===== config.mk =====
export PLATFORM = sky130hd
export DESIGN_NAME = rti_classify
export DESIGN_NICKNAME = d
export VERILOG_FILES = /design/src/rtl/rti_pkg.sv /design/src/rtl/rti_classify.sv
export SDC_FILE = /design/constraint.sdc
export NUM_CORES = 2
export LEC_CHECK = 0
export BUFFER_PORTS_ARGS = -buffer_cell sky130_fd_sc_hd__buf_2
export CAP_MARGIN = 5
export CELL_PAD_IN_SITES_DETAIL_PLACEMENT = 0
export CELL_PAD_IN_SITES_GLOBAL_PLACEMENT = 1
export CORE_MARGIN = 5
export CORE_UTILIZATION = 47
export DETAILED_ROUTE_END_ITERATION = 10
export HOLD_SLACK_MARGIN = 0.12
export MAX_ROUTING_LAYER = met4
export PLACE_DENSITY_LB_ADDON = 0.1
export SYNTH_ARGS = -nofsm -noshare
export SYNTH_HDL_FRONTEND = slang
export SYNTH_SLANG_ARGS = --single-unit

===== constraint.sdc =====
create_clock -name clk -period 5.3 [get_ports clk]
set_input_delay 0.265 -clock clk [delete_from_list [all_inputs] [get_ports clk]]
set_output_delay 0.265 -clock clk [all_outputs]
set_load 0.05 [all_outputs]

===== src/rtl/rti_pkg.sv =====
// shared constants, types and codes for the ray/triangle intersection pipeline
`timescale 1ns / 1ps

package rti_pkg;

    localparam int COORD_WIDTH     = 32;
    localparam int FRAC_BITS       = 16;
    localparam int MUL_A_WIDTH     = COORD_WIDTH + 2;
    localparam int MUL_B_WIDTH     = 2 * COORD_WIDTH + 4;
    localparam int MUL_SPLIT       = MUL_A_WIDTH;
    localparam int PROD_WIDTH      = MUL_A_WIDTH + MUL_B_WIDTH;
    localparam int DIV_WIDTH       = PROD_WIDTH + COORD_WIDTH;
    localparam int QUOT_WIDTH      = COORD_WIDTH - 1;
    localparam int BARY_WIDTH      = FRAC_BITS + 1;
    localparam int THR_WIDTH       = COORD_WIDTH - 1;
    localparam int CFG_INDEX_WIDTH = 3;

    localparam logic [CFG_INDEX_WIDTH-1:0] CFG_ORIGIN_X = 3'd0;
    localparam logic [CFG_INDEX_WIDTH-1:0] CFG_ORIGIN_Y = 3'd1;
    localparam logic [CFG_INDEX_WIDTH-1:0] CFG_ORIGIN_Z = 3'd2;
    localparam logic [CFG_INDEX_WIDTH-1:0] CFG_DIR_X    = 3'd3;
    localparam logic [CFG_INDEX_WIDTH-1:0] CFG_DIR_Y    = 3'd4;
    localparam logic [CFG_INDEX_WIDTH-1:0] CFG_DIR_Z    = 3'd5;
    localparam logic [CFG_INDEX_WIDTH-1:0] CFG_MIN_DET  = 3'd6;

    typedef enum logic [2:0] {
        RSN_HIT      = 3'd0,
        RSN_PARALLEL = 3'd1,
        RSN_U_OUT    = 3'd2,
        RSN_V_OUT    = 3'd3,
        RSN_BEHIND   = 3'd4
    } reason_t;

    typedef logic signed [COORD_WIDTH-1:0] coord_t;
    typedef logic signed [PROD_WIDTH-1:0]  wide_t;

    typedef struct packed {
        coord_t x;
        coord_t y;
        coord_t z;
    } vec_t;

    typedef struct packed {
        vec_t origin;
        vec_t dir;
    } ray_t;

    typedef struct packed {
        logic    valid;
        reason_t reason;
    } cls_t;

endpackage


===== src/rtl/rti_classify.sv =====
// sign normalization and the ordered parallel / u / v / behind tests
`timescale 1ns / 1ps

module rti_classify (
    input  logic                             clk,
    input  logic                             rst_n,
    input  logic                             in_valid,
    input  rti_pkg::wide_t                   det,
    input  rti_pkg::wide_t                   nu,
    input  rti_pkg::wide_t                   nv,
    input  rti_pkg::wide_t                   nt,
    input  logic [rti_pkg::THR_WIDTH-1:0]    min_abs_det,
    output rti_pkg::cls_t                    ctl,
    output rti_pkg::wide_t                   adet,
    output rti_pkg::wide_t                   nu_out,
    output rti_pkg::wide_t                   nv_out,
    output rti_pkg::wide_t                   nt_out
);

    localparam int PW = rti_pkg::PROD_WIDTH;
    localparam int SW = PW + rti_pkg::FRAC_BITS;

    logic [2:0]             vld_reg;
    rti_pkg::wide_t         det1_reg;
    rti_pkg::wide_t         nu1_reg;
    rti_pkg::wide_t         nv1_reg;
    rti_pkg::wide_t         nt1_reg;
    rti_pkg::wide_t         det2_reg;
    rti_pkg::wide_t         nu2_reg;
    rti_pkg::wide_t         nv2_reg;
    rti_pkg::wide_t         nt2_reg;
    logic signed [PW:0]     nuv_next;
    logic signed [PW:0]     nuv_reg;
    logic signed [SW-1:0]   nt_scaled;
    rti_pkg::wide_t         thr;
    logic                   par_next;
    logic                   uout_next;
    logic                   behind_next;
    logic                   par_reg;
    logic                   uout_reg;
    logic                   vneg_reg;
    logic                   behind_reg;
    logic                   vout;
    rti_pkg::reason_t       reason_next;
    rti_pkg::reason_t       reason_reg;
    rti_pkg::wide_t         det3_reg;
    rti_pkg::wide_t         nu3_reg;
    rti_pkg::wide_t         nv3_reg;
    rti_pkg::wide_t         nt3_reg;

    always_ff @(posedge clk or negedge rst_n)
    begin
        if (!rst_n)
        begin
            vld_reg <= '0;
        end
        else
        begin
            vld_reg <= {vld_reg[1:0], in_valid};
        end
    end

    always_comb
    begin
        // threshold is unsigned Q15.16, det carries three times the fraction bits
        thr         = PW'({min_abs_det, {(2 * rti_pkg::FRAC_BITS){1'b0}}});
        par_next    = (det1_reg == '0) || (det1_reg < thr);
        uout_next   = nu1_reg[PW-1] || (nu1_reg > det1_reg);
        nt_scaled   = {nt1_reg, {rti_pkg::FRAC_BITS{1'b0}}};
        behind_next = nt_scaled < SW'(det1_reg);
        nuv_next    = (PW+1)'(nu1_reg) + (PW+1)'(nv1_reg);

        vout = vneg_reg || (nuv_reg > (PW+1)'(det2_reg));
        priority if (par_reg)
            reason_next = rti_pkg::RSN_PARALLEL;
        else if (uout_reg)
            reason_next = rti_pkg::RSN_U_OUT;
        else if (vout)
            reason_next = rti_pkg::RSN_V_OUT;
        else if (behind_reg)
            reason_next = rti_pkg::RSN_BEHIND;
        else
            reason_next = rti_pkg::RSN_HIT;
    end

    always_ff @(posedge clk)
    begin
        // flip all four so that det is non-negative
        if (det[PW-1])
        begin
            det1_reg <= -det;
            nu1_reg  <= -nu;
            nv1_reg  <= -nv;
            nt1_reg  <= -nt;
        end
        else
        begin
            det1_reg <= det;
            nu1_reg  <= nu;
            nv1_reg  <= nv;
            nt1_reg  <= nt;
        end
        par_reg    <= par_next;
        uout_reg   <= uout_next;
        vneg_reg   <= nv1_reg[PW-1];
        behind_reg <= behind_next;
        nuv_reg    <= nuv_next;
        det2_reg   <= det1_reg;
        nu2_reg    <= nu1_reg;
        nv2_reg    <= nv1_reg;
        nt2_reg    <= nt1_reg;
        reason_reg <= reason_next;
        det3_reg   <= det2_reg;
        nu3_reg    <= nu2_reg;
        nv3_reg    <= nv2_reg;
        nt3_reg    <= nt2_reg;
    end

    assign ctl.valid  = vld_reg[2];
    assign ctl.reason = reason_reg;
    assign adet       = det3_reg;
    assign nu_out     = nu3_reg;
    assign nv_out     = nv3_reg;
    assign nt_out     = nt3_reg;

endmodule


==> metrics.txt <==
Area Growth Syn to Fin=35.11%; final cycle utilization of the critical path=0.9850; Clk pwr share=0.346; GRT overflow=0; Period minus WS final=5221 ps; Ys Warns=0; R2R Path End=nuv_reg[89]; PortBufs=853; initial DRC count=3291; PwrDens=422.5 nW/um^2; logic gate share of total power=0.228; top-area cell type share of the netlist area=0.5286; routed len/inst=25.52 um; min-delay src=in_valid; detailed-route vias per instance=5.396; IR Drop Worst-Case VDD=0.3146 mV; H-tree Lvls=4; worst r2r src=nu1_reg[34]; Worst Tran Pin Value=1111 ps; Post-synth EDFFs=0; relative slew slack=0.2536; Fin. Hold Viols=0; largest net degree at the start of global routing=131; mapped cell area=50480 um^2; Final Max Slew Viols=0; #FFs+latches synth=1336; P_int=19710 uW; Post-Route Skew=29.03 ps; vias in the first global route=42480; first-pass GRT wire length=287800 um; Worst Hold Class=input pin to flop; DR vias=43020; crit end category=flop; DRC=0; fin area=68210 um^2; Critical Path Source Type=input pin; sequential power share=0.426; layout cells sized above 1=0.1804; commonest non-fill, non-tap cells in the layout=dfxtp_1, buf_2, dlygate4sd3_1; clk slew on worst S/H paths=60 ps; Rows=120; crit-path max FO=7; WHS Endpoint=vld_reg[0]; CP required=5940 ps; routability-driven placement congestion ratio=1.006; synth unique cells=77; TritonCTS buffer count=139; Final nets=7302; Synth Flop Type=dfxtp_1; initial antenna violation count=48; clock tree buffer depth=3; Hold Path Depth=2; Top Ports=854; WL final=203400 um; die width=337.7 um; full die area=114100 um^2; leading area contributor after synthesis=dfxtp_1; TNS Setup=0 ps; Leak=0.03036 uW; later-pin clock latency in the skew report=770 ps; sequential share of the synthesized area=0.5301; syn nets=5674; total global-route track usage=0.3552; DIE HEIGHT=337.7 um; Synth async-reset ratio=0.002246; Syn Inst Count=4788; Fmax=191.5 MHz; clock sink count=1336; Net Sw Power=9101 uW; CTS root buffer=clkbuf_16; max-cap violation count=0; HPWL Detailed=165200 um; arrival time at the worst endpoint=5860 ps; core area=106900 um^2; unrepaired setup endpoints after global routing=no; Finish-stage setup viols=0; CTS tree=built; first-pass iteration count of the detailed router=6; syn_area_per_cell=10.54 um^2; status=finished, final reports clean; Largest register FFs=103; top post-synthesis cells by area=dfxtp_1, ha_1, xnor2_1, a21o_1, a21oi_1; # fillers=8804; switch share=0.3158; Worst Reg-to-Reg Cells=12; commonest non-fill, non-tap cell in the layout=dfxtp_1; CP Class=input pin to flop; R2R Setup Slk=830 ps; Starting Density=0.4722; Routed Antenna Nets=0; DP Area=56450 um^2
==> critical path, cell delays in order <==
cell and delay (ps):
dlygate4sd3_1 530, buf_2 150, or4_1 500, or4_1 650, or3_1 550, or2_2 380, or4b_1 680, nor4_1 360
buf_4 200, nand2b_1 290, o41ai_1 560, xnor2_1 150, dlygate4sd3_1 580
==> cell families after synthesis <==
| family | after synthesis | share of synthesized area |
|---|---|---|
| buffers and inverters | 386 | 0.02905 |
| AND/OR/NAND/NOR | 1116 | 0.1156 |
| adder cells (fa/ha/maj) | 444 | 0.1102 |
| multiplexers | 2 | 0.0003966 |
| flip-flops | 1336 | 0.5301 |
| AO/OA/AOI/OAI | 1007 | 0.1285 |
| XOR/XNOR | 497 | 0.08623 |
==> power groups by stage <==
stage          registers (uW)  logic [uW]  clock network [uW]
2_1_floorplan           13200        2960                   0
3_3_place_gp            12500        5850                   0
3_5_place_dp            12500        5870                   0
4_1_cts                 12300        6480               10100
5_1_grt                 12400        7090               10500
6_report                12300        6560                9970
==> layout make-up <==
cell class | instances | area [um^2] | area share
antenna | 44 | 110.1 | 0.001614
clock buffer | 196 | 4058 | 0.05949
clock inverter | 53 | 634.4 | 0.009301
inverter | 288 | 1081 | 0.01585
multi-input combinational | 3066 | 22270 | 0.3265
sequential | 1336 | 26760 | 0.3924
tap | 1403 | 1755 | 0.02574
timing repair buffer | 1585 | 11540 | 0.1692
==> worst max-delay path by stage <==
stage | start | endpoint | slack (ps) | cells after the start
finish | nv[18] | nv1_reg[71] | 80 | 13
global route | nv[18] | nv1_reg[71] | 30 | 13
CTS | nv[23] | nv1_reg[79] | 300 | 14
detailed placement | nv[23] | nv1_reg[99] | 590 | 11
global placement | nv[23] | nv1_reg[79] | 740 | 12
floorplan | det[5] | det1_reg[97] | 1490 | 11
==> synth_stat cells, types with 4 or more instances <==
library cell,n
a211oi_1,16
or2_2,33
nor2_1,160
or3_1,88
o21ai_0,237
dfxtp_1,1333
a2111oi_0,4
nor3_1,62
and2_1,14
nand4_1,124
nand2b_1,26
and4_1,5
o31ai_1,115
nand3b_1,8
a31o_2,5
and3_1,14
o21bai_1,23
or4_1,61
nand2_1,309
o211ai_1,11
nor2b_1,24
ha_1,443
inv_1,288
nand3_1,74
xnor2_1,431
o221ai_1,6
a21oi_1,256
nor4_1,85
or4_4,7
nand4b_1,4
xor2_1,66
a31oi_1,14
clkbuf_1,91
a21boi_0,4
a22oi_1,4
o2111ai_1,4
o21a_1,14
a21o_1,188
a221oi_1,6
o41ai_1,71
==> stage by stage <==
stage | utilization | total power, uW | std cells | hold slack [ps] | setup slack, ps
after floorplan | - | 16110 | 4788 | -30.59 | 1488
after global placement | 0.5280 | 18330 | 6983 | 58.66 | 735.3
after detailed placement | 0.5280 | 18360 | 6983 | 61.60 | 594.3
after CTS | 0.6370 | 28820 | 7927 | 121.5 | 301.1
after global routing | 0.6378 | 29990 | 7962 | 147.7 | 34.03
final | 0.6380 | 28810 | 7971 | 176.4 | 79.36
==> per-layer routing <==
layer,global-route usage,up-vias,part of all wire
met5,-,-,0
li1,-,20310,-
met2,0.5702,1704,0.46
met3,0.07154,373,0.071
met1,0.4431,20630,0.42
met4,0.1397,0,0.047
==> timing repair <==
| action | CTS | global route |
|---|---|---|
| resized for setup | 0 | 0 |
| endpoints found under the hold margin | 413 | 0 |
| buffers inserted | 0 | 0 |
| hold buffers | 695 | 0 |
Power figures use the tool's default switching activity.
